--- config.mk ---
export PLATFORM = sky130hd
export DESIGN_NAME = hrtq_cmd_fifo
export DESIGN_NICKNAME = d
export VERILOG_FILES = /design/src/hw/rtl/hrtq_pkg.sv /design/src/hw/rtl/hrtq_cmd_fifo.sv
export SDC_FILE = /design/constraint.sdc
export NUM_CORES = 1
export LEC_CHECK = 0
export BUFFER_PORTS_ARGS = -buffer_cell sky130_fd_sc_hd__buf_4
export CAP_MARGIN = 15
export CORE_MARGIN = 2
export CORE_UTILIZATION = 53
export DETAILED_ROUTE_END_ITERATION = 6
export PLACE_DENSITY = 0.89
export SLEW_MARGIN = 20
export SYNTH_ARGS = -nofsm -noshare
export SYNTH_HDL_FRONTEND = slang
export SYNTH_SLANG_ARGS = --single-unit
--- constraint.sdc ---
create_clock -name i_clk -period 2.95 [get_ports i_clk]
set_input_delay 0.1475 -clock i_clk [delete_from_list [all_inputs] [get_ports i_clk]]
set_output_delay 0.1475 -clock i_clk [all_outputs]
set_load 0.03 [all_outputs]
--- src/hw/rtl/hrtq_pkg.sv ---
package hrtq_pkg;

    // Widest slot index and byte position carried between the front and back parts.
    localparam int SLOT_W = 6;
    localparam int POS_W  = 7;

    // Request codes of an input item.
    typedef enum logic [2:0] {
        REQ_SET  = 3'd0,
        REQ_BYTE = 3'd1,
        REQ_GET  = 3'd2,
        REQ_SEND = 3'd3,
        REQ_DONE = 3'd4
    } t_req;

    // Status codes of a result item.
    typedef enum logic [2:0] {
        ST_QUEUED   = 3'd0,
        ST_FULL     = 3'd1,
        ST_TOO_LONG = 3'd2,
        ST_ACCEPTED = 3'd3,
        ST_REFUSED  = 3'd4,
        ST_NOTHING  = 3'd5
    } t_status;

    // Transfer kinds of an issued transfer.
    localparam logic [1:0] TK_INT      = 2'd0;
    localparam logic [1:0] TK_CTRL_SET = 2'd1;
    localparam logic [1:0] TK_CTRL_GET = 2'd2;

    typedef struct packed {
        logic [2:0] req_type;
        logic [7:0] device_address;
        logic [7:0] interface_number;
        logic       use_interrupt;
        logic [7:0] rpt_id;
        logic [1:0] report_kind;
        logic [7:0] length;
        logic [7:0] payload_byte;
        logic       send_accepted;
        logic       flush;
    } t_in_item;

    typedef struct packed {
        logic [2:0] status;
        logic [1:0] transfer_kind;
        logic [7:0] out_device_address;
        logic [7:0] out_interface;
        logic [7:0] out_report_id;
        logic [1:0] out_report_kind;
        logic [7:0] transfer_length;
        logic [7:0] data_byte;
        logic       last;
    } t_out_item;

    // Stored descriptor of one queued transfer.
    typedef struct packed {
        logic [7:0] dev;
        logic [7:0] itf;
        logic       use_int;
        logic [7:0] rid;
        logic [1:0] kind;
        logic [7:0] len;
        logic       is_get;
    } t_header;

    typedef struct packed {
        logic              en;
        logic [SLOT_W-1:0] slot;
        t_header           hdr;
    } t_hdr_wr;

    typedef struct packed {
        logic              en;
        logic [SLOT_W-1:0] slot;
        logic [POS_W-1:0]  pos;
        logic [7:0]        data;
    } t_pay_wr;

    // Work handed from the front part to the back part.
    typedef struct packed {
        logic              is_stream;
        logic [2:0]        status;
        logic [SLOT_W-1:0] slot;
    } t_cmd;

    typedef enum logic [1:0] {
        BK_IDLE = 2'd0,
        BK_READ = 2'd1,
        BK_EMIT = 2'd2
    } t_back_state;

endpackage

--- src/hw/rtl/hrtq_cmd_fifo.sv ---
module hrtq_cmd_fifo (
    input  logic           i_clk,
    input  logic           i_rst_n,
    input  logic           i_push,
    input  hrtq_pkg::t_cmd i_cmd,
    input  logic           i_pop,
    output hrtq_pkg::t_cmd o_cmd,
    output logic           o_empty,
    output logic           o_full
);

    hrtq_pkg::t_cmd r_mem [2];
    logic           r_wr_ptr;
    logic           r_rd_ptr;
    logic [1:0]     r_count;

    assign o_cmd   = r_mem[r_rd_ptr];
    assign o_empty = (r_count == 2'd0);
    assign o_full  = (r_count == 2'd2);

    // Two-entry command queue between the front and back parts.
    always_ff @(posedge i_clk) begin
        if (!i_rst_n) begin
            r_wr_ptr <= 1'b0;
            r_rd_ptr <= 1'b0;
            r_count  <= 2'd0;
        end else begin
            if (i_push) begin
                r_wr_ptr <= !r_wr_ptr;
            end
            if (i_pop) begin
                r_rd_ptr <= !r_rd_ptr;
            end
            r_count <= r_count + {1'b0, i_push} - {1'b0, i_pop};
        end
    end

    always_ff @(posedge i_clk) begin
        if (i_push) begin
            r_mem[r_wr_ptr] <= i_cmd;
        end
    end

endmodule

Word-level counts from Yosys, hierarchy flattened
Memory sizes are Yosys's and may differ from the RTL's. A register that Yosys moved wholly into a read port is not among the register bits.
Cells that the tools add are included.

operators by class
  multiplexer cells = 4
  magnitude comparators = 0
  div/mod/pow operators = 0
  bitwise gates (word level) = 0
  eq/ne operators = 1
  shift-type cells = 0
  multipliers = 0
  $add $sub $neg = 2
  reductions and logical operators = 3

operators by type and width
  kind                                        number
  2-to-1 mux 1 bit                            4
  adder 2 x 1 -> 2 bit                        1
  equality test 2 bit, second input constant  1
  zero test 1 bit                             2
  zero test 2 bit                             1
  subtractor 2 x 1 -> 2 bit                   1

word-level totals
  bits in latches = 0
  output and inout bits = 12
  bits of input ports = 14
  bits in registers = 4
  ROM bits = 0
  bits in writable memories = 20
  logic and storage cells = 14
  memories kept = 1

memories
  name   words  width  read ports  clocked after memory_dff  wr ports  RTL line             text
  r_mem  2      10     1           1                         1         hrtq_cmd_fifo.sv:12  hrtq_pkg::t_cmd r_mem [2];

Logic depth before layout (Yosys ltp)
  depth in word-level cells = 3
  mapped depth = 6
  gate-level depth less buffers = 6

Worst setup path after synthesis
OpenSTA, ideal clock, no wires.

  path kind = register to register
  from = register r_count[0]
  to = register r_count[1]
  path buffers = 0
  data arrival time = 1.245 ns
  clock period less this slack = 1.310 ns
  data required time = 2.885 ns
  setup time = 0.065 ns
  setup slack = 1.640 ns
  cell stages (with the launch flop) = 7
  path through = dfxtp_1 > inv_1 > ha_1 > inv_1 > ha_1 > xnor3_1 > nor2b_1

on the way
  word-level cells in the longest chain between the ends = 2

ends and longest elaborated chain
  what                       RTL line             text
  from (decl)                hrtq_cmd_fifo.sv:15  logic [1:0] r_count;
  from (signal assigned)     hrtq_cmd_fifo.sv:34  r_count <= r_count + {1'b0, i_push} - {1'b0, i_pop};
  adder 2 x 1 -> 2 bit       hrtq_cmd_fifo.sv:34
  subtractor 2 x 1 -> 2 bit  hrtq_cmd_fifo.sv:34

No other way between the ends.
A chain may end at the register's enable or synchronous reset.

==> results.tsv <==
stage	metric	value	unit
status	status	complete, no violations	
worst_setup_path	worstRegToRegCells	6	
placement	dp_cells	101	
global_route	grt_pass1_wl	2040	um
finish	layoutNonFillerInstCount	108	
sta	setup_slack	1320	ps
sta	clock.fmax	615	MHz
routing	routedWlPerCell	12.3	um
power_and_ir_drop	ir_worst_vdd	0.405	mV
worst_setup_path	critPathRequiredTime	2800	ps
global_route	grt_pass1_vias	463	
worst_setup_path	cpLargestDelayFamily	flip-flops	
finish	utilization	71.1	%
worst_setup_path	crit_cells	2	
floorplan	start_util	55.2	%
sta	finalSetupViolCount	0	
sta	hold_slack	20.7	ps
clock_network	cts-hold-fix-buffers	0	
worst_setup_path	cp-start-kind	flop	
placement	port-buffer-count	25	
worst_setup_path	r2r-end	r_count[1]$_SDFF_PN0_	
finish	nNetsFinal	100	
routing	viasPerCell	4.73	
power_and_ir_drop	switchingPower	0.180	mW
synth	syn_inst	52	
global_route	grt_max_degree	14	
synth	syn_area_per_cell	18.1	um2
worst_setup_path	rrSetupSlack	1530	ps
placement	dpl_cell_area	1160	um2
power_and_ir_drop	p_leak	0.480	nW
worst_setup_path	r2r_start	r_count[0]$_SDFF_PN0_	
hold_path	min_path_type	in -> reg	
clock_network	cts_buffers	3	
sta	finalCritPeriodShare	55.2	%
sta	period_needed	1630	ps
sta	setup_tns	0	ps
power_and_ir_drop	pwr-share-clk	19.5	%
job	max_cap_viol_count	0	
sta	hold_viol	0	
finish	area_growth	28.6	%
floorplan	ios	26	
power_and_ir_drop	seq_power_share	58.6	%
worst_setup_path	worst-path-buf-inv	1	
hold_path	hp-start	i_cmd[5]	
clock_network	ctsLongestPathBuffers	2	
finish	multiInputGateArea	230	um2
sta	skew	2.45	ps
routing	wl_met3	67	um
power_and_ir_drop	swShare	25.1	%
power_and_ir_drop	p_int	0.536	mW
routing	wl_met1	546	um
finish	final_cell_mix	25 x buf_4, 20 x edfxtp_1, 10 x mux2_2	
clock_network	cts-resized-gates	0	
clock_network	post_cts_buffers	0	
clock_network	cts_root_buf	clkbuf_4	
power_and_ir_drop	power	0.716	mW
routing	firstDrtPassIters	4	
finish	final_cell_area	1210	um2
global_route	grt-ovfl-total	0	
worst_setup_path	crit_chain	mux2_2, buf_4	
placement	hpwl	989	um
routing	wl	1330	um
sta	worst_pin_slew	907	ps
worst_setup_path	max_stage_delay	610	ps
floorplan	core-area	1710	um2
worst_setup_path	end_kind	output port	
clock_network	cts.sinks	25	
routing	drc_errors	0	
power_and_ir_drop	p_per_area	590	nW/um2
floorplan	die_h	46.2	um
floorplan	die_x	46.2	um
placement	gp_congestion	0.666	
routing	vias	511	
global_route	grt_use_total	14.4	%
worst_setup_path	criticalPathCategory	reg -> out	
finish	register_area	701	um2
routing	top_layer	met4	
worst_setup_path	cp-endpoint	o_cmd[1]	
synth	synth.cell_area	943	um2
routing	drt_iter0_markers	5	
sta	rsz0062_at_grt	no	
finish	diodes	0	
synth	synth_warnings	0	
synth	ys_seq_area_share	74.3	%
worst_setup_path	path_max_fanout	10	
finish	drive_gt1_share	45.8	%
sta	relSlewSlack	39.4	%
worst_setup_path	crit_arrival	1480	ps
synth	ys_types	12	
floorplan	rows	15	
finish	nFillCells	119	
synth	ys_ff_latch	25	
clock_network	path_clk_slew	120	ps
worst_setup_path	cp_slowest_cell	dfxtp_1	
clock_network	cts_tree	done	
floorplan	die_area	2130	um2
synth	synth_fp_nets	68	
clock_network	h-tree-depth	1	
routing	dr_wl_met2	692	um
finish	final_common_cell	buf_4	
power_and_ir_drop	power_frac_comb	21.8	%
placement	dp_slack	1550	ps
global_route	grt_antenna_before_repair	0	
clock_network	clock_latency	300	ps
routing	ant_nets	0	
sta	final_max_slew_viol_count	0	
==> cells by family (layout without fill, tap and decap cells) <==
logic type | count (synthesis) | count (layout) | synth area share, %
AOI/OAI and AO/OA | 1 | 1 | 0.796
and+or+nand+nor | 9 | 9 | 5.70
muxes | 10 | 10 | 11.9
DFF | 25 | 25 | 74.3
buffers and inverters | 3 | 34 | 1.33
adders and majority gates | 2 | 2 | 2.65
xor gates and xnor gates | 2 | 2 | 3.32
==> Yosys cell counts, drive strengths merged <==
master  count  share of area, %
dfxtp       5                11
nor2b       4               2.7
and2        4               2.7
xor2        1              0.93
inv         2              0.80
buf         1              0.53
ha          2               2.7
nor2        1              0.40
o21a        1              0.80
mux2       10                12
edfxtp     20                64
xnor3       1               2.4
==> how the worst min path moves through the flow <==
stage                                  endpoint  slack (ps)  depth (start not counted)
after floorplan           r_mem[0][0]$_DFFE_PP_         250                          0
after global placement    r_mem[1][2]$_DFFE_PP_         330                          1
after detailed placement  r_mem[1][5]$_DFFE_PP_         340                          1
after CTS                 r_mem[1][5]$_DFFE_PP_          20                          1
after global routing      r_mem[1][8]$_DFFE_PP_         0.8                          1
final                     r_mem[0][5]$_DFFE_PP_          20                          1
==> state kept, by name, summed over array words and instances (netlist names), named ones only <==
name      count
r_mem        20
r_count       2
r_wr_ptr      1
r_rd_ptr      1
==> final cells by class <==
type / instances / area share, %
flip-flops and latches: 25 / 57.7
inverters: 2 / 0.619
well taps: 25 / 2.58
multi-input cells: 24 / 19.0
clock buffers: 4 / 2.16
repair buffers: 28 / 17.9
==> power groups by stage <==
stage               Combinational (mW)  Clock, mW  Sequential, mW
floorplan                        0.104          0           0.421
global placement                 0.150          0           0.427
detailed placement               0.154          0           0.429
CTS                              0.155      0.143           0.421
global route                     0.169      0.160           0.423
finish                           0.156      0.140           0.420
==> per-layer routing <==
metal / vias up / GRT usage (%)
li1: 249 / -
met1: 243 / 16.0
met2: 17 / 25.0
met3: 2 / 4.31
met4: 0 / 6.86
met5: - / 0
Power figures use the tool's default switching activity.
