**src/hw/rtl/hrtq_pkg.sv**
```systemverilog
package hrtq_pkg;

    // Widest slot index and byte position carried between the front and back parts.
    localparam int SLOT_W = 6;
    localparam int POS_W  = 7;

    // Request codes of an input item.
    typedef enum logic [2:0] {
        REQ_SET  = 3'd0,
        REQ_BYTE = 3'd1,
        REQ_GET  = 3'd2,
        REQ_SEND = 3'd3,
        REQ_DONE = 3'd4
    } t_req;

    // Status codes of a result item.
    typedef enum logic [2:0] {
        ST_QUEUED   = 3'd0,
        ST_FULL     = 3'd1,
        ST_TOO_LONG = 3'd2,
        ST_ACCEPTED = 3'd3,
        ST_REFUSED  = 3'd4,
        ST_NOTHING  = 3'd5
    } t_status;

    // Transfer kinds of an issued transfer.
    localparam logic [1:0] TK_INT      = 2'd0;
    localparam logic [1:0] TK_CTRL_SET = 2'd1;
    localparam logic [1:0] TK_CTRL_GET = 2'd2;

    typedef struct packed {
        logic [2:0] req_type;
        logic [7:0] device_address;
        logic [7:0] interface_number;
        logic       use_interrupt;
        logic [7:0] rpt_id;
        logic [1:0] report_kind;
        logic [7:0] length;
        logic [7:0] payload_byte;
        logic       send_accepted;
        logic       flush;
    } t_in_item;

    typedef struct packed {
        logic [2:0] status;
        logic [1:0] transfer_kind;
        logic [7:0] out_device_address;
        logic [7:0] out_interface;
        logic [7:0] out_report_id;
        logic [1:0] out_report_kind;
        logic [7:0] transfer_length;
        logic [7:0] data_byte;
        logic       last;
    } t_out_item;

    // Stored descriptor of one queued transfer.
    typedef struct packed {
        logic [7:0] dev;
        logic [7:0] itf;
        logic       use_int;
        logic [7:0] rid;
        logic [1:0] kind;
        logic [7:0] len;
        logic       is_get;
    } t_header;

    typedef struct packed {
        logic              en;
        logic [SLOT_W-1:0] slot;
        t_header           hdr;
    } t_hdr_wr;

    typedef struct packed {
        logic              en;
        logic [SLOT_W-1:0] slot;
        logic [POS_W-1:0]  pos;
        logic [7:0]        data;
    } t_pay_wr;

    // Work handed from the front part to the back part.
    typedef struct packed {
        logic              is_stream;
        logic [2:0]        status;
        logic [SLOT_W-1:0] slot;
    } t_cmd;

    typedef enum logic [1:0] {
        BK_IDLE = 2'd0,
        BK_READ = 2'd1,
        BK_EMIT = 2'd2
    } t_back_state;

endpackage

```
**src/hw/rtl/hrtq_front.sv**
```systemverilog
module hrtq_front #(
    parameter int QUEUE_DEPTH  = 8,
    parameter int REPORT_BYTES = 64
) (
    input  logic                i_clk,
    input  logic                i_rst_n,
    input  logic                i_valid,
    output logic                o_ready,
    input  hrtq_pkg::t_in_item  i_item,
    input  logic                i_fifo_full,
    input  logic                i_back_idle,
    output logic                o_push,
    output hrtq_pkg::t_cmd      o_cmd,
    output hrtq_pkg::t_hdr_wr   o_hdr_wr,
    output hrtq_pkg::t_pay_wr   o_pay_wr
);

    localparam int QW = $clog2(QUEUE_DEPTH);
    localparam int CW = $clog2(QUEUE_DEPTH + 1);
    localparam int PW = $clog2(REPORT_BYTES + 1);
    localparam logic [QW-1:0] LAST_SLOT = QW'(QUEUE_DEPTH - 1);

    logic [QW-1:0] r_head, n_head;
    logic [QW-1:0] r_tail, n_tail;
    logic [CW-1:0] r_cnt, n_cnt;
    logic          r_idle, n_idle;
    logic          r_fill_act, n_fill_act;
    logic [PW-1:0] r_pos, n_pos;
    logic [PW-1:0] r_fill_len, n_fill_len;

    logic       req_makes_result;
    logic       req_writes;
    logic       accept;
    logic       pre;
    logic [8:0] total;

    // An item that writes the stores waits until the back part has nothing to read.
    always_comb begin
        req_makes_result = (i_item.req_type == hrtq_pkg::REQ_SET) ||
                           (i_item.req_type == hrtq_pkg::REQ_GET) ||
                           (i_item.req_type == hrtq_pkg::REQ_SEND);
        req_writes       = (i_item.req_type == hrtq_pkg::REQ_SET) ||
                           (i_item.req_type == hrtq_pkg::REQ_BYTE) ||
                           (i_item.req_type == hrtq_pkg::REQ_GET);
        o_ready = !(req_makes_result && i_fifo_full) && !(req_writes && !i_back_idle);
        accept  = i_valid && o_ready;
    end

    // Classify the item and update the queue pointers.
    always_comb begin
        n_head     = r_head;
        n_tail     = r_tail;
        n_cnt      = r_cnt;
        n_idle     = r_idle;
        n_fill_act = r_fill_act;
        n_pos      = r_pos;
        n_fill_len = r_fill_len;
        o_push     = 1'b0;
        o_cmd      = '0;
        o_hdr_wr   = '0;
        o_pay_wr   = '0;
        pre        = (i_item.req_type == hrtq_pkg::REQ_SET) && (i_item.rpt_id != 8'd0);
        total      = {1'b0, i_item.length} + {8'd0, pre};

        if (accept) begin
            if (i_item.flush) begin
                n_head     = '0;
                n_tail     = '0;
                n_cnt      = '0;
                n_idle     = 1'b1;
                n_fill_act = 1'b0;
                n_pos      = '0;
            end

            if (i_item.req_type == hrtq_pkg::REQ_BYTE) begin
                // Payload byte goes into the entry being filled, if any.
                if (n_fill_act) begin
                    o_pay_wr.en   = 1'b1;
                    o_pay_wr.slot = hrtq_pkg::SLOT_W'(n_tail);
                    o_pay_wr.pos  = hrtq_pkg::POS_W'(n_pos);
                    o_pay_wr.data = i_item.payload_byte;
                    n_pos         = n_pos + PW'(1);
                    if (n_pos >= n_fill_len) begin
                        n_tail     = (n_tail == LAST_SLOT) ? '0 : n_tail + QW'(1);
                        n_cnt      = n_cnt + CW'(1);
                        n_fill_act = 1'b0;
                        n_pos      = '0;
                    end
                end
            end else begin
                // Any other item abandons an unfinished fill.
                n_fill_act = 1'b0;
                n_pos      = '0;
                case (i_item.req_type)
                    hrtq_pkg::REQ_SET, hrtq_pkg::REQ_GET: begin
                        o_push = 1'b1;
                        if (n_cnt >= CW'(QUEUE_DEPTH)) begin
                            o_cmd.status = hrtq_pkg::ST_FULL;
                        end else if ((i_item.req_type == hrtq_pkg::REQ_SET) &&
                                     (total > 9'(REPORT_BYTES))) begin
                            o_cmd.status = hrtq_pkg::ST_TOO_LONG;
                        end else begin
                            o_cmd.status        = hrtq_pkg::ST_QUEUED;
                            o_hdr_wr.en         = 1'b1;
                            o_hdr_wr.slot       = hrtq_pkg::SLOT_W'(n_tail);
                            o_hdr_wr.hdr.dev    = i_item.device_address;
                            o_hdr_wr.hdr.itf    = i_item.interface_number;
                            o_hdr_wr.hdr.use_int = i_item.use_interrupt;
                            o_hdr_wr.hdr.rid    = i_item.rpt_id;
                            o_hdr_wr.hdr.kind   = i_item.report_kind;
                            o_hdr_wr.hdr.len    = total[7:0];
                            o_hdr_wr.hdr.is_get = (i_item.req_type == hrtq_pkg::REQ_GET);
                            if (pre) begin
                                o_pay_wr.en   = 1'b1;
                                o_pay_wr.slot = hrtq_pkg::SLOT_W'(n_tail);
                                o_pay_wr.pos  = '0;
                                o_pay_wr.data = i_item.rpt_id;
                            end
                            if ((i_item.req_type == hrtq_pkg::REQ_GET) ||
                                (total == {8'd0, pre})) begin
                                n_tail = (n_tail == LAST_SLOT) ? '0 : n_tail + QW'(1);
                                n_cnt  = n_cnt + CW'(1);
                            end else begin
                                n_fill_act = 1'b1;
                                n_pos      = PW'(pre);
                                n_fill_len = PW'(total);
                            end
                        end
                    end
                    hrtq_pkg::REQ_SEND: begin
                        o_push = 1'b1;
                        if ((n_cnt == '0) || !n_idle) begin
                            o_cmd.status = hrtq_pkg::ST_NOTHING;
                        end else begin
                            o_cmd.is_stream = 1'b1;
                            o_cmd.slot      = hrtq_pkg::SLOT_W'(n_head);
                            o_cmd.status    = i_item.send_accepted ?
                                              hrtq_pkg::ST_ACCEPTED : hrtq_pkg::ST_REFUSED;
                            if (i_item.send_accepted) begin
                                n_idle = 1'b0;
                                n_head = (n_head == LAST_SLOT) ? '0 : n_head + QW'(1);
                                n_cnt  = n_cnt - CW'(1);
                            end
                        end
                    end
                    hrtq_pkg::REQ_DONE: begin
                        n_idle = 1'b1;
                    end
                    default: begin
                    end
                endcase
            end
        end
    end

    // Queue control state.
    always_ff @(posedge i_clk) begin
        if (!i_rst_n) begin
            r_head     <= '0;
            r_tail     <= '0;
            r_cnt      <= '0;
            r_idle     <= 1'b1;
            r_fill_act <= 1'b0;
            r_pos      <= '0;
            r_fill_len <= '0;
        end else begin
            r_head     <= n_head;
            r_tail     <= n_tail;
            r_cnt      <= n_cnt;
            r_idle     <= n_idle;
            r_fill_act <= n_fill_act;
            r_pos      <= n_pos;
            r_fill_len <= n_fill_len;
        end
    end

endmodule

```
**config.mk**
```make
export PLATFORM = sky130hd
export DESIGN_NAME = hrtq_front
export DESIGN_NICKNAME = d
export VERILOG_FILES = /design/src/hw/rtl/hrtq_pkg.sv /design/src/hw/rtl/hrtq_front.sv
export SDC_FILE = /design/constraint.sdc
export NUM_CORES = 1
export LEC_CHECK = 0
export BUFFER_PORTS_ARGS = -buffer_cell sky130_fd_sc_hd__buf_2
export CORE_ASPECT_RATIO = 1.75
export CORE_MARGIN = 2
export CORE_UTILIZATION = 49
export CTS_BUF_LIST = sky130_fd_sc_hd__clkbuf_2
export CTS_CLUSTER_SIZE = 40
export DETAILED_ROUTE_END_ITERATION = 8
export PLACE_DENSITY = 0.83
export SLEW_MARGIN = 15
export SYNTH_ARGS = -nofsm -noshare
export SYNTH_HDL_FRONTEND = slang
export SYNTH_SLANG_ARGS = --single-unit
```
**constraint.sdc**
```tcl
create_clock -name i_clk -period 5.39 [get_ports i_clk]
set_input_delay 0.8085 -clock i_clk [delete_from_list [all_inputs] [get_ports i_clk]]
set_output_delay 0.8085 -clock i_clk [all_outputs]
set_load 0.05 [all_outputs]
```
-- Word level (Yosys, flattened, before mapping)
Cells that the tools add are included.
- register bits after elaboration: 26
- output and inout port bits: 77
- add/sub/neg operators: 6
- bitwise logic cells: 4
- eq/ne operators: 7
- reduce and logical (&&, ||, !) cells: 22
- $lt $le $gt $ge: 3
- multiplexer cells: 78
- operators with widths (kind ; number):
    43-bit 2-to-1 mux ; 5
    22-bit 2-to-1 mux ; 7
    3-bit 2-to-1 mux ; 21
    4-bit 2-to-1 mux ; 10
    7-bit 2-to-1 mux ; 5
    1-bit 2-to-1 mux ; 23
    10-bit 2-to-1 mux ; 2
    8-bit by 1-bit adder with 9-bit output ; 1
    3-bit == test (second input constant) ; 3
    9-bit by 1-bit == test with 1-bit output ; 1
    9-bit by 7-bit > comparator with 1-bit output (second input constant) ; 1
    4-bit case mux with 2 select lines ; 1
    8-bit nonzero test ; 1
    7-bit by 1-bit adder with 7-bit output (second input constant) ; 1
    7-bit >= comparator ; 1
    3-bit by 1-bit adder with 3-bit output (second input constant) ; 2
    3-bit by 2-bit == test with 1-bit output (second input constant) ; 2
    1-bit logical AND ; 6
    1-bit logical OR ; 6
    3-bit case mux with 2 select lines ; 1
    6-bit AND reduction ; 1
    4-bit by 1-bit adder with 4-bit output (second input constant) ; 1
    4-bit >= comparator (second input constant) ; 1
    1-bit logical NOT ; 4
    other kinds (9) ; 13

-- Logic depth before layout (Yosys ltp)
Gate-level depths: netlist of the first run.
- depth after elaboration: 15
- depth in mapped cells: 14
- gate-level depth less buffers: 12

-- Least setup slack after synthesis of the first run
OpenSTA, ideal clock, no wires.
- path kind: input to output
- from: input port i_item[47] (netlist name)
- to: output port o_pay_wr[15] (netlist name)
- required time: 4582 ps
- setup slack: 706 ps
- arrival: 3875 ps
- stages: 12
- path buffers: 1
- path through: clkbuf_1 > or3_1 > a21oi_1 > ha_1 > ha_1 > nand4bb_1 > a31oi_1 > a211oi_1 > or4_4 > inv_2 > a21oi_1 > nor2b_1
- RTL lines (item ; line ; text):
    start: declaration ; hrtq_front.sv:9 ; input hrtq_pkg::t_in_item i_item,
    end: declaration ; hrtq_front.sv:15 ; output hrtq_pkg::t_pay_wr o_pay_wr

==> results.md, run 1 <==
- In this run the most critical hold path is launched from r_fill_len[1].
- After detailed placement, the design holds a cell count of ~580.
- Yosys mapped a number of flops with a built-in enable equal to 0.
- The maximum number of buffers from clock root to sink is 2.
- The synthesized area per cell is between 7 and 8 µm².
- The tightest hold path in the finished design has a slack of 0.479 ns.
- VDD sags by at most 0.141 mV.
- The number of antenna violations at the first check in global routing is 1.
- The startpoint type of the worst setup path is an input pin.
- TritonCTS built the clock tree.
- After clock tree synthesis, the clock-pin slew on the worst setup and hold paths is around 0.24 ns.
- The met3 capacity usage during global routing is less than 1%.
- The number of input and output port buffers inserted is 120.
- The layout-stage area growth over the synthesis result is 21.5%.
- For hold timing, the worst endpoint is r_fill_len[1].
- In this run, the number of DRC markers left after iteration 0 of detailed routing was ~200.
- The number of synthesized register bits is 26.
- 130 I/O pins were placed.
- The layer with the highest usage after global routing is met2.
- The vertical extent of the die is 105 µm.
- The die covers around 6400 µm².
- In the final layout, the share of cells above drive strength 1 is between 20% and 30%.
- In this run, distinct cell masters in the synthesized netlist total 60.
- Setup slack on the critical path of the routed design comes to ~0.32 ns.
- The post-detailed-route count of antenna-violating nets is 0.
- The placer congestion estimate is roughly 0.96.
- The via count is around 3,400.
- The run finished with clean final reports.
- The first global-routing pass estimated 13,800 µm of wire.
- Counting the fill cells in the layout gives 556.
- The warning count from the yosys run is 0.
- The total area inside the core boundary comes to about 5600 µm².
- The met2 track demand over resource in global routing is between 40% and 50%.
- The count of max-cap constraint violations is 0.
- The worst path needs between 5 and 6 ns of the cycle, external delays included.
- The later-pin clock latency in the skew report is 0.35 ns.
- The first detailed-routing pass ran for 5 iterations.
- Dividing total power by cell area gives a power density of 130 nW/µm².
- The count of nets after finishing is ~580.
- The highest fanout seen on the critical path is 15.
- The proportion of synthesized flip-flops having asynchronous set or reset is 0%.
- The upper clock frequency limit is roughly 200 MHz.
- Counting instances, the worst hold path has a depth of 2.
- By area the synthesized netlist is led by dfxtp_1 (18%), and2_1 (8.2%), ha_1 (7.1%).
- Global routing consumed, on the met1 layer, between 30% and 40% of the routing resources.
- The sequential cell area is 520 µm².
- The count of instances resized after the clock tree is built is 0.
- Buffers inserted to repair hold after CTS numbered 0.
- The final wirelength is about 9000 µm.
- The count of endpoints failing setup in the final report is 0.
- For this run, the share of the core covered by cells in the final layout is approximately three fifths.
- The post-synthesis cell count is 401.
- The clock drives 26 sinks.
- Across the routed clock network, the largest skew measured is 0.00166 ns.
- Row generation in the floorplan step produced 36 rows.
- The number of hold violations in the final report is 0.
- The area of the multi-input gates is 2090 µm².
- The number of DRC violations after detailed routing is 0.
- The portion of the post-synthesis area used by sequential elements is between 15 and 20%.
- Prior to clock tree synthesis, the placed netlist has a worst setup slack of between 0.3 and 0.4 ns.
- Once the floorplan was initialized, standard cells occupied between 50% and 60% of the core.
- The predominant post-synthesis flop cell is dfxtp_1.
- The kind of critical path is input pin to primary output.
- Across all register-to-register paths, the minimum setup slack is 2.07 ns.
- At the pin with the least slew margin, the transition time is around 0.88 ns.
- The critical path data arrival time is around 4.3 ns.
- The global-route congestion overflow total is 0.
- Of the post-synthesis cell area, the dominant cell type holds a little under a fifth.
- The endpoint type of the worst setup path is a primary output.
- The launch instance of the worst register-to-register path is r_pos[0].
- The worst register-to-register path ends at r_pos[4].
- Yosys instantiated no cell more often than and2_1.
- The remaining max-slew budget at the tightest pin is around two fifths.
- For this run, the total global-route usage over all layers was measured as a little over a quarter.
- In the routed layout, each cell is associated on average with a via count of about 6.
- The depth of the worst register-to-register path is 12.
- The final count of pins violating max slew is 0.
- After detailed routing, the average wire length per cell comes to 15.7 µm.
- The synthesized netlist occupies a cell area of 2830 µm².
- The final cycle utilization of the critical path is between 90% and 100%.
- In this run the static leakage power is about 0.0017 µW.
- The number of global-route vias before repair came to 3,079.
- The total CTS buffers is 3.
- After legalization and detailed placement, the total HPWL measured between 7000 and 8000 µm.
- The data required time at the worst endpoint is about 4.6 ns.
- The class of the most critical hold timing path is flip-flop to flip-flop.
- In this run the clock root is driven by a clkbuf_2.
- The largest area contributor in the netlist is dfxtp_1.
- Setup repair after global routing left no endpoint under its margin.
- The total setup buffers inserted after CTS is 0.
- The die span in x is between 60 and 70 µm.
- The non-filler instance count after layout is about 580.
- For the final routed database, the setup TNS stands at 0 ns.
- Counting instances in the post-synthesis netlist gives the leading cell types as and2_1 (37), nor2_1 (30), a21oi_1 (29).
- Entering global routing, the biggest net connects 29 pins.
- The number of levels the H-tree was split into is 1.
[area by class of cell]
| cell class | instances | area share, % |
|---|---|---|
| Sequential cell | 26 | 15.1 |
| Antenna cell | 1 | 0.0728 |
| Inverter | 19 | 2.07 |
| Tap cell | 76 | 2.76 |
| Clock inverter | 1 | 0.109 |
| Clock buffer | 3 | 0.437 |
| Multi-Input combinational cell | 331 | 60.9 |
| Timing Repair Buffer | 125 | 18.6 |
[where the power goes]
part	total (µW)	leakage, µW	switching, µW	internal [µW]
registers	200	0.000210	3.57	197
logic	172	0.00144	120	51.4
clock network	75.1	0.0000140	59.0	16.1
total	447	0.00167	183	264
[kinds of logic after synthesis]
logic type      Yosys count  share of synthesized area (%)
compound gates          118                           28.3
mux                       1                          0.354
xor+xnor                 12                           3.71
fa+ha+maj                16                           7.07
buf+inv                  52                           8.75
flops                    26                           18.4
simple gates            175                           33.3
other cells               1                          0.132
[per-layer routing]
metal / wire (µm) / up-vias
li1: - / 1642
met1: 3440 / 1603
met2: 4920 / 169
met3: 527 / 28
met4: 268 / 0
met5: 0 / -
[state kept, by name (all words and copies together) (netlist names)]
register and cells:
r_fill_len 7, r_cnt 4, r_pos 7, r_head 3
r_tail 3, r_idle 1, r_fill_act 1
[worst max-delay path, cell delays in order]
cell	delay, ns
buf_2	0.18
or3_1	0.39
a21oi_1	0.25
ha_1	0.27
ha_1	0.37
nand2_1	0.15
o21ai_0	0.21
a211oi_1	0.09
or4_4	0.59
inv_2	0.19
and2_1	0.32
a22o_1	0.18
buf_2	0.25
[how the worst max path moves through the flow]
stage                          start      endpoint  depth (start not counted)
after floorplan           i_item[47]  o_pay_wr[15]                         12
after global placement    i_item[45]   o_pay_wr[6]                         13
after detailed placement  i_item[45]   o_pay_wr[6]                         13
after CTS                 i_item[45]   o_pay_wr[6]                         13
after global routing      i_item[45]   o_pay_wr[6]                         13
final                     i_item[45]   o_pay_wr[6]                         13
[per-stage QoR]
stage / instance area, µm² / total power (µW)
after floorplan: 2860 / 325
after global placement: 3420 / 370
after detailed placement: 3420 / 372
after CTS: 3440 / 446
after global routing: 3440 / 470
final: 3440 / 447
[layout by cell type, fill, tap and decap left out, drive strengths merged, types with 16 or more instances in the layout]
cell type,synthesis,routed
buf,19,125
and2,37,37
nor2,31,31
a21oi,29,29
nand2,28,28
dfxtp,26,26
o21ai,23,23
nor3,19,19
inv,19,19
ha,16,16
(Power assumes the default switching activity.)
==> run 2, diff against run 1 <==
REMOVE_ABC_BUFFERS = 1   (was unset)
==> run 2 against run 1 <==
  * Clock power hardly changed
  * Utilization shrank 0.31 points
  * Critical path depth stayed put
  * Wire length down 1.4%
  * Die area is the same
  * Global-route usage decreased by 0.53 points
  * Worst hold slack better by 0.014 ns
  * Via count barely moved
  * Maximum frequency is 1.2% higher
==> results.md, run 2 (synthesis results as in run 1) <==
- The kind of critical path is input pin to primary output.
- The library cells used most frequently in the layout, excluding fill and tap cells, are buf_2 (120), and2_1 (37), nor2_1 (30).
- The power dissipated by switching net loads is roughly 180 µW.
- Counting every sink on the clock net gives 26.
- The slowest cell on the critical path is or4_4.
- Of the cells placed in the final design, the portion with a size suffix greater than 1 is a little over a quarter.
- After detailed routing, the average wire length per cell comes to around 16 µm.
- The depth of the worst register-to-register path is 12.
- The startpoint identified for the worst register-to-register timing path is r_pos[0].
- The number of antenna violations at the first check in global routing is 0.
- The terminus of the critical flop-to-flop path is r_pos[3].
- In the global route stage, overall resource usage came out at between 20% and 30%.
- At the worst endpoint, the required time is between 4 and 5 ns.
- The floorplan step defined a core boundary enclosing between 5000 and 6000 µm².
- The setup clock skew after layout is ~0.020 ns.
- In this run switching power makes up about two fifths of total power.
- The final count of pins violating max slew is 0.
- The smallest clock period supported by the final layout is computed as around 5.0 ns.
- From synthesis to final layout, the design area changed by 20.9%.
- The number of setup buffers added after CTS is 0.
- The critical path goes through buf_2 -> or3_1 -> a21oi_1 -> ha_1 -> ha_1 -> nand4bb_1 -> a31oi_1 -> a211oi_1 -> or4_4 -> inv_2 -> and2_1 -> a22o_1 -> buf_2.
- The utilization after layout is between 60% and 70%.
- In this run the static leakage power is between 0.0015 and 0.002 µW.
- The largest registers in the layout are r_fill_len x7, r_pos x7, r_cnt x4.
- The count of nets after finishing is roughly 570.
- The count of instances resized after the clock tree is built is 0.
- The detailed placement HPWL is a little over 7000 µm.
- Together, buffers and inverters on the worst path number 3.
- The count of nets left with antenna violations once routing finished came out at 0.
- In this run, the combinational gates consume a little under two fifths of the power.
- The critical path data arrival time is between 4 and 5 ns.
- The number of antenna diodes in the final layout is 0.
- The maximum number of buffers from clock root to sink is 2.
- The final cycle utilization of the critical path is 92.9%.
- In this run the register-to-register setup slack is between 2 and 2.5 ns.
- The met3 capacity usage during global routing is under 10%.
- For met1 alone, demand over resource in global routing was ~33%.
- The internal portion of the total power is ~260 µW.
- TritonCTS built the clock tree.
- The vertical extent of the die is approximately 100 µm.
- The die area is 6430 µm².
- Max-cap violations in this run came to 0.
- The total CTS buffers is 3.
- The number of hold violations in the final report came to 0.
- The via count is 3,443.
- The die span in x is roughly 60 µm.
- The worst-case IR drop observed on VDD is 0.128 mV.
- The layer with the highest usage after global routing is met2.
- The startpoint type of the worst setup path is an input pin.
- The number of core rows is 36.
- In the routed design, unresolved DRC markers number 0.
- The wire length of the first global-routing pass is between 10,000 and 15,000 µm.
- Timing would allow up to about 200 MHz.
- The delay of the slowest critical-path stage is approximately 0.58 ns.
- The number of placed I/O pins is 130.
- Setup repair after global routing left no endpoint under its margin.
- The setup TNS is 0 ns.
- The clock root buffer is clkbuf_2.
- The largest net degree at the start of global routing is 32.
- The number of global-route vias before repair came to 3,025.
- The worst setup path is captured at a primary output.
- The initial cell density of the core is between 50% and 60%.
- The most common cell after layout, fill and taps aside is buf_2.
- The worst hold endpoint is r_fill_len[1].
- In this run the power density over the cells is approximately 130 nW/µm².
- The final wirelength is ~9000 µm.
- The remaining max-slew budget at the tightest pin is a little over two fifths.
- The flow ran to the end, and the final reports show no timing, DRC or antenna violations.
- Before antenna repair, the detailed router went through 5 iterations.
- The later-pin clock latency in the skew report is ~0.36 ns.
- The actual transition at the worst max-transition pin is approximately 0.86 ns.
- For this run, global-route usage on met2 was measured as between 40 and 50%.
- The number of input and output port buffers inserted is 120.
- The class of the most critical hold timing path is flip-flop to flip-flop.
- Grouping stages by cell kind, the critical path spends the most delay in simple AND/OR/NAND/NOR gates.
- The placer congestion estimate is between 0.9 and 1.
- The critical hold path startpoint is r_fill_len[1].
- The worst hold path passes through 2 cells.
- The clock-pin slew of the registers on the worst-case setup and hold paths is approximately 0.26 ns.
- The number of violations reported at the end of detailed-routing iteration 0 is 183.
- In this run the number of H-tree levels came out at 1.
- The share of total power dissipated in sequential elements is between 40% and 50%.
- Buffers inserted to repair hold after CTS numbered 0.
- The average via count per standard cell is between 5 and 6.
- The highest fanout seen on the critical path is 15.
- The clock network is responsible for between 15 and 20% of the overall power.
- The total overflow left after global routing is 0.
- Setup violations remaining at the end of the flow were counted as 0.
[run 2: worst reg2reg max path, delay by kind of cell (launching register included)]
family | cells | cell delay (ns)
AO/OA/AOI/OAI | 4 | 1.00
XOR/XNOR | 1 | 0.16
adder cells (fa/ha/maj) | 2 | 0.55
flip-flops | 1 | 0.48
AND/OR/NAND/NOR | 5 | 1.04
[run 2: worst max-delay path by stage]
stage	startpoint	to	slack, ns	cells after the start
after floorplan	i_item[47]	o_pay_wr[15]	0.34	11
after global placement	i_item[45]	o_pay_wr[6]	0.53	13
after detailed placement	i_item[45]	o_pay_wr[6]	0.43	13
after CTS	i_item[45]	o_pay_wr[6]	0.43	13
after global routing	i_item[45]	o_hdr_wr[31]	0.13	13
final	i_item[45]	o_pay_wr[3]	0.38	13
[run 2: routing by layer]
metal / share of wire [%] / wire length [µm]
met1: 40 / 3590
met2: 49 / 4460
met3: 6.9 / 625
met4: 3.9 / 348
met5: 0 / 0
[run 2: stage by stage]
stage               cell area (µm²)  instances  total power [µW]  worst slack (ns)  hold slack (ns)
floorplan                      2690        376               310             0.340            0.435
global placement               3400        575               367             0.535            0.454
global route                   3420        579               462             0.131            0.514
finish                         3420        579               444             0.380            0.493
detailed placement             3400        575               370             0.427            0.458
CTS                            3420        579               442             0.426            0.492
[run 2: area by class of cell]
cell class / instances / area (µm²)
fill: 514 / 2160
multi-input combinational: 331 / 2090
timing repair buffer: 123 / 623
sequential: 26 / 520
tap: 76 / 95.1
inverter: 19 / 71.3
clock buffer: 3 / 15.0
clock inverter: 1 / 3.75
[run 2: power by group through the flow]
stage | sequential (µW) | combinational [µW] | clock, µW
global route | 201 | 181 | 80.9
global placement | 204 | 163 | 0
detailed placement | 204 | 166 | 0
finish | 200 | 169 | 74.8
floorplan | 203 | 107 | 0
CTS | 200 | 167 | 75.5
==> run 3, diff against run 2 <==
ABC_AREA = 1   (was unset)
==> run 3 against run 2 <==
  * Via count barely moved
  * Die area rose by 1.0%
  * Critical path type unchanged
  * Sequential share of layout area fell by 0.18 points
==> results.md, run 3 <==
- Measured along the x axis, the die boundary spans 61.8 µm.
- Counting the fill cells in the layout gives 574.
- The class of the most critical hold timing path is flip-flop to flip-flop.
- The worst hold slack across all endpoints is around 0.52 ns.
- The worst path uses a little under nine tenths of the clock period.
- For this run, design rule violations remaining after detail routing come to 0.
- Global routing consumed, on the met3 layer, under 10% of the routing resources.
- IR analysis of the VDD net gives a maximum drop of ~0.12 mV.
- The setup path with the least slack is of type input pin to primary output.
- For this design the top-level I/O count stands at 130.
- Summed over all nets, the half-perimeter wirelength after detailed placement is between 7000 and 8000 µm.
- Measured against the total synthesized area, the mux share comes to 0%.
- In this run the power density over the cells is 128 nW/µm².
- The core region area is roughly 5600 µm².
- The placer congestion estimate is 1.04.
- For the worst-skew pair, the clock arrives at the later sink with an insertion delay of roughly 0.36 ns.
- The clock-pin slew of the registers on the worst-case setup and hold paths is around 0.25 ns.
- The synthesized-area fraction occupied by and/or/nand/nor cells is between 40 and 50%.
- After synthesis, the most frequently instantiated cells are nand2_1 (87), nor2_1 (86), inv_1 (85).
- dfxtp_1 takes more of the synthesized area than any other cell.
- Along the worst path, the maximum fanout reaches 40.
- The number of synthesized flops with an enable pin is 0.
- Leaving out fill and tap cells, the most frequent cells in the layout are buf_2 (120), nand2_1 (87), nor2_1 (86).
- The count of instances resized after the clock tree is built is 0.
- In the routed layout, each cell is associated on average with a via count of 5.07.
- The first global-routing pass estimated around 14,000 µm of wire.
- The final wirelength is 8950 µm.
- The number of antenna violations at the first check in global routing was 0.
- The layer with the highest usage after global routing is met2.
- STA classifies the critical path startpoint as an input pin.
- Row generation in the floorplan step produced 36 rows.
- The number of hold violations in the final report is 0.
- The per-cell routed wire length is roughly 13 µm.
- The final count of pins violating max slew is 0.
- The count of distinct cell types in the synthesized netlist is 38.
- The setup TNS is 0 ns.
- The xor and xnor area share after synthesis is 3.06%.
- The remaining max-slew budget at the tightest pin is between 30% and 40%.
- Synthesis produced a netlist whose cell count is 493.
- The worst setup path is captured at a primary output.
- The register share of total power is 45.3%.
- The largest net degree at the start of global routing is 41.
- The analysis attributes to net switching a power of about 190 µW.
- After synthesis, the share of flip-flops with an asynchronous set or reset is 0%.
- The number of hold buffers added after CTS was 0.
- The via count is 3,445.
- The portion of the post-synthesis area used by sequential elements is a little under a fifth.
- The vertical extent of the die is approximately 110 µm.
- The largest registers in the layout are r_fill_len x7, r_pos x7, r_cnt x4.
- The synthesized area per cell is 5.81 µm².
- The upper clock frequency limit is about 220 MHz.
- The clock network is responsible for between 10% and 20% of the overall power.
- Post-CTS timing repair inserted 0 buffers for setup.
- The flow ran to the end, and the final reports show no timing, DRC or antenna violations.
- The actual transition at the worst max-transition pin is between 0.9 and 1 ns.
- The proportion of total power due to net switching is about two fifths.
- The layout cell share with drive strength beyond 1 is approximately a quarter.
- The library cell used most frequently in the layout, excluding fill and tap cells, is buf_2.
- The repair_antennas step left the layout with diodes totalling 0.
- For this design the static power due to leakage is 0.00198 µW.
- The data required time at the worst endpoint is 4.58 ns.
- The number of violations reported at the end of detailed-routing iteration 0 is 249.
- The internal power contribution is roughly 260 µW.
- The clock root buffer is clkbuf_2.
- The maximum number of buffers from clock root to sink is 2.
- The layout-stage area growth over the synthesis result is 21.0%.
- The synthesized netlist occupies a cell area of roughly 2900 µm².
- The count of endpoints failing setup in the final report is 0.
- The global-route congestion overflow total is 0.
- The post-route minimum period is between 4 and 5 ns.
- Setup repair after global routing left no endpoint under its margin.
- The first detailed-routing pass took 6 iterations.
- For the worst setup path, the data arrival time is 3.84 ns.
- The die covers around 6500 µm².
- The TritonCTS clock tree is built.
- The number of global-route vias before repair is 3,169.
- The clock drives 26 sinks.
- Yosys printed 0 warnings.
- For this run, global-route usage on met2 was measured as between 40% and 50%.
- By area, the combinational part of the netlist is dominated by simple AND/OR/NAND/NOR gates.
- The portion of total power attributed to combinational logic is between 30 and 40%.
- For this run, global-route usage on met1 was measured as ~33%.
- The final layout contains around 670 nets.
- Among all cell types in the netlist, the one instantiated most often is nand2_1.
- The number of synthesized register bits is 26.
- Summing the areas of all compound-gate instances in the mapped netlist gives 14.2% of the synthesized area.
- Once the floorplan was initialized, standard cells occupied roughly half of the core.
- The number of levels the H-tree was split into is 1.
- Global routing consumed, over all layers together, between 20% and 30% of the routing resources.
- Across the routed clock network, the largest skew measured is 0.0132 ns.
- The most used flip-flop cell after synthesis is dfxtp_1.
- During placement, the flow inserted port buffers numbering 120.
- The total CTS buffers is 3.
- Of the total synthesized cell area, the portion taken by full adders, half adders and majority gates is 6.99%.
- The count of nets left with antenna violations once routing finished came out at 0.
- After synthesis, the cell types taking the most area are dfxtp_1 (18%), nand2_1 (11%), nor2_1 (11%).
- Across the run, the number of max-cap violations was 0.
- Summed over its instances, the top area cell type makes up a little under a fifth of the synthesized netlist area.
[run 3: cell types whose count changed in the layout (fill, tap and decap cells not counted), sizes merged, moves of 6 or more]
cell and change:
a211oi -9, a21o -6, a22o -9, and2 -37, and3 -10, inv +76, nand2 +71, nand3 +23
nor2 +60, nor2b -11, nor3 -6
[run 3: final cells by class]
class / instances / area (µm²) / area share [%]
flip-flops and latches: 26 / 520 / 15.0
well taps: 76 / 95.1 / 2.75
clock buffers: 3 / 15.0 / 0.434
inverters: 95 / 359 / 10.4
repair buffers: 120 / 601 / 17.3
multi-input cells: 359 / 1870 / 54.1
[run 3: power groups by stage]
stage	combinational, µW	sequential (µW)	clock [µW]
after global placement	165	205	0
final	169	201	74.4
after global routing	185	202	84.7
after CTS	168	201	76.2
after floorplan	115	204	0
after detailed placement	167	205	0
[run 3: logic make-up after synthesis]
group	Yosys count
xor gates and xnor gates	10
other	1
DFF	26
AOI/OAI and AO/OA	72
adders and majority gates	16
and+or+nand+nor	252
buffers and inverters	116
[run 3: per-stage QoR]
step	worst slack (ns)	utilization [%]	power [µW]	instances	instance area (µm²)
floorplan	0.673	-	319	480	2750
global placement	0.856	61.7	370	676	3450
detailed placement	0.752	61.7	372	676	3450
CTS	0.735	62.0	445	679	3460
global route	0.489	62.0	472	679	3460
finish	0.741	62.0	444	679	3460
[run 3: critical path, cell delays in order]
cell	delay, ns
buf_2	0.11
nor4_1	0.35
a311oi_2	0.24
ha_1	0.28
ha_1	0.22
xnor2_1	0.25
nand3_1	0.14
nor3_1	0.18
nand3_1	0.14
nand3_2	0.11
nand2_4	0.24
inv_4	0.16
nand2_4	0.11
nand2_2	0.11
inv_2	0.05
nor2_1	0.07
buf_2	0.26
[run 3: layer usage]
layer	wire (µm)	part of all wire, %
met5	0	0
met4	331	3.7
met3	434	4.8
met2	4700	52
met1	3490	39
[run 3: path summary, 6_finish.rpt]
kind / cells after the start / from / to / slack (ns)
worst min register to register: 2 / r_pos[5] / r_pos[5] / 0.52
worst max-delay path: 17 / i_item[24] / o_pay_wr[16] / 0.74
worst max register to register: 17 / r_pos[0] / r_tail[1] / 2.31
worst min-delay path: 2 / r_pos[5] / r_pos[5] / 0.52
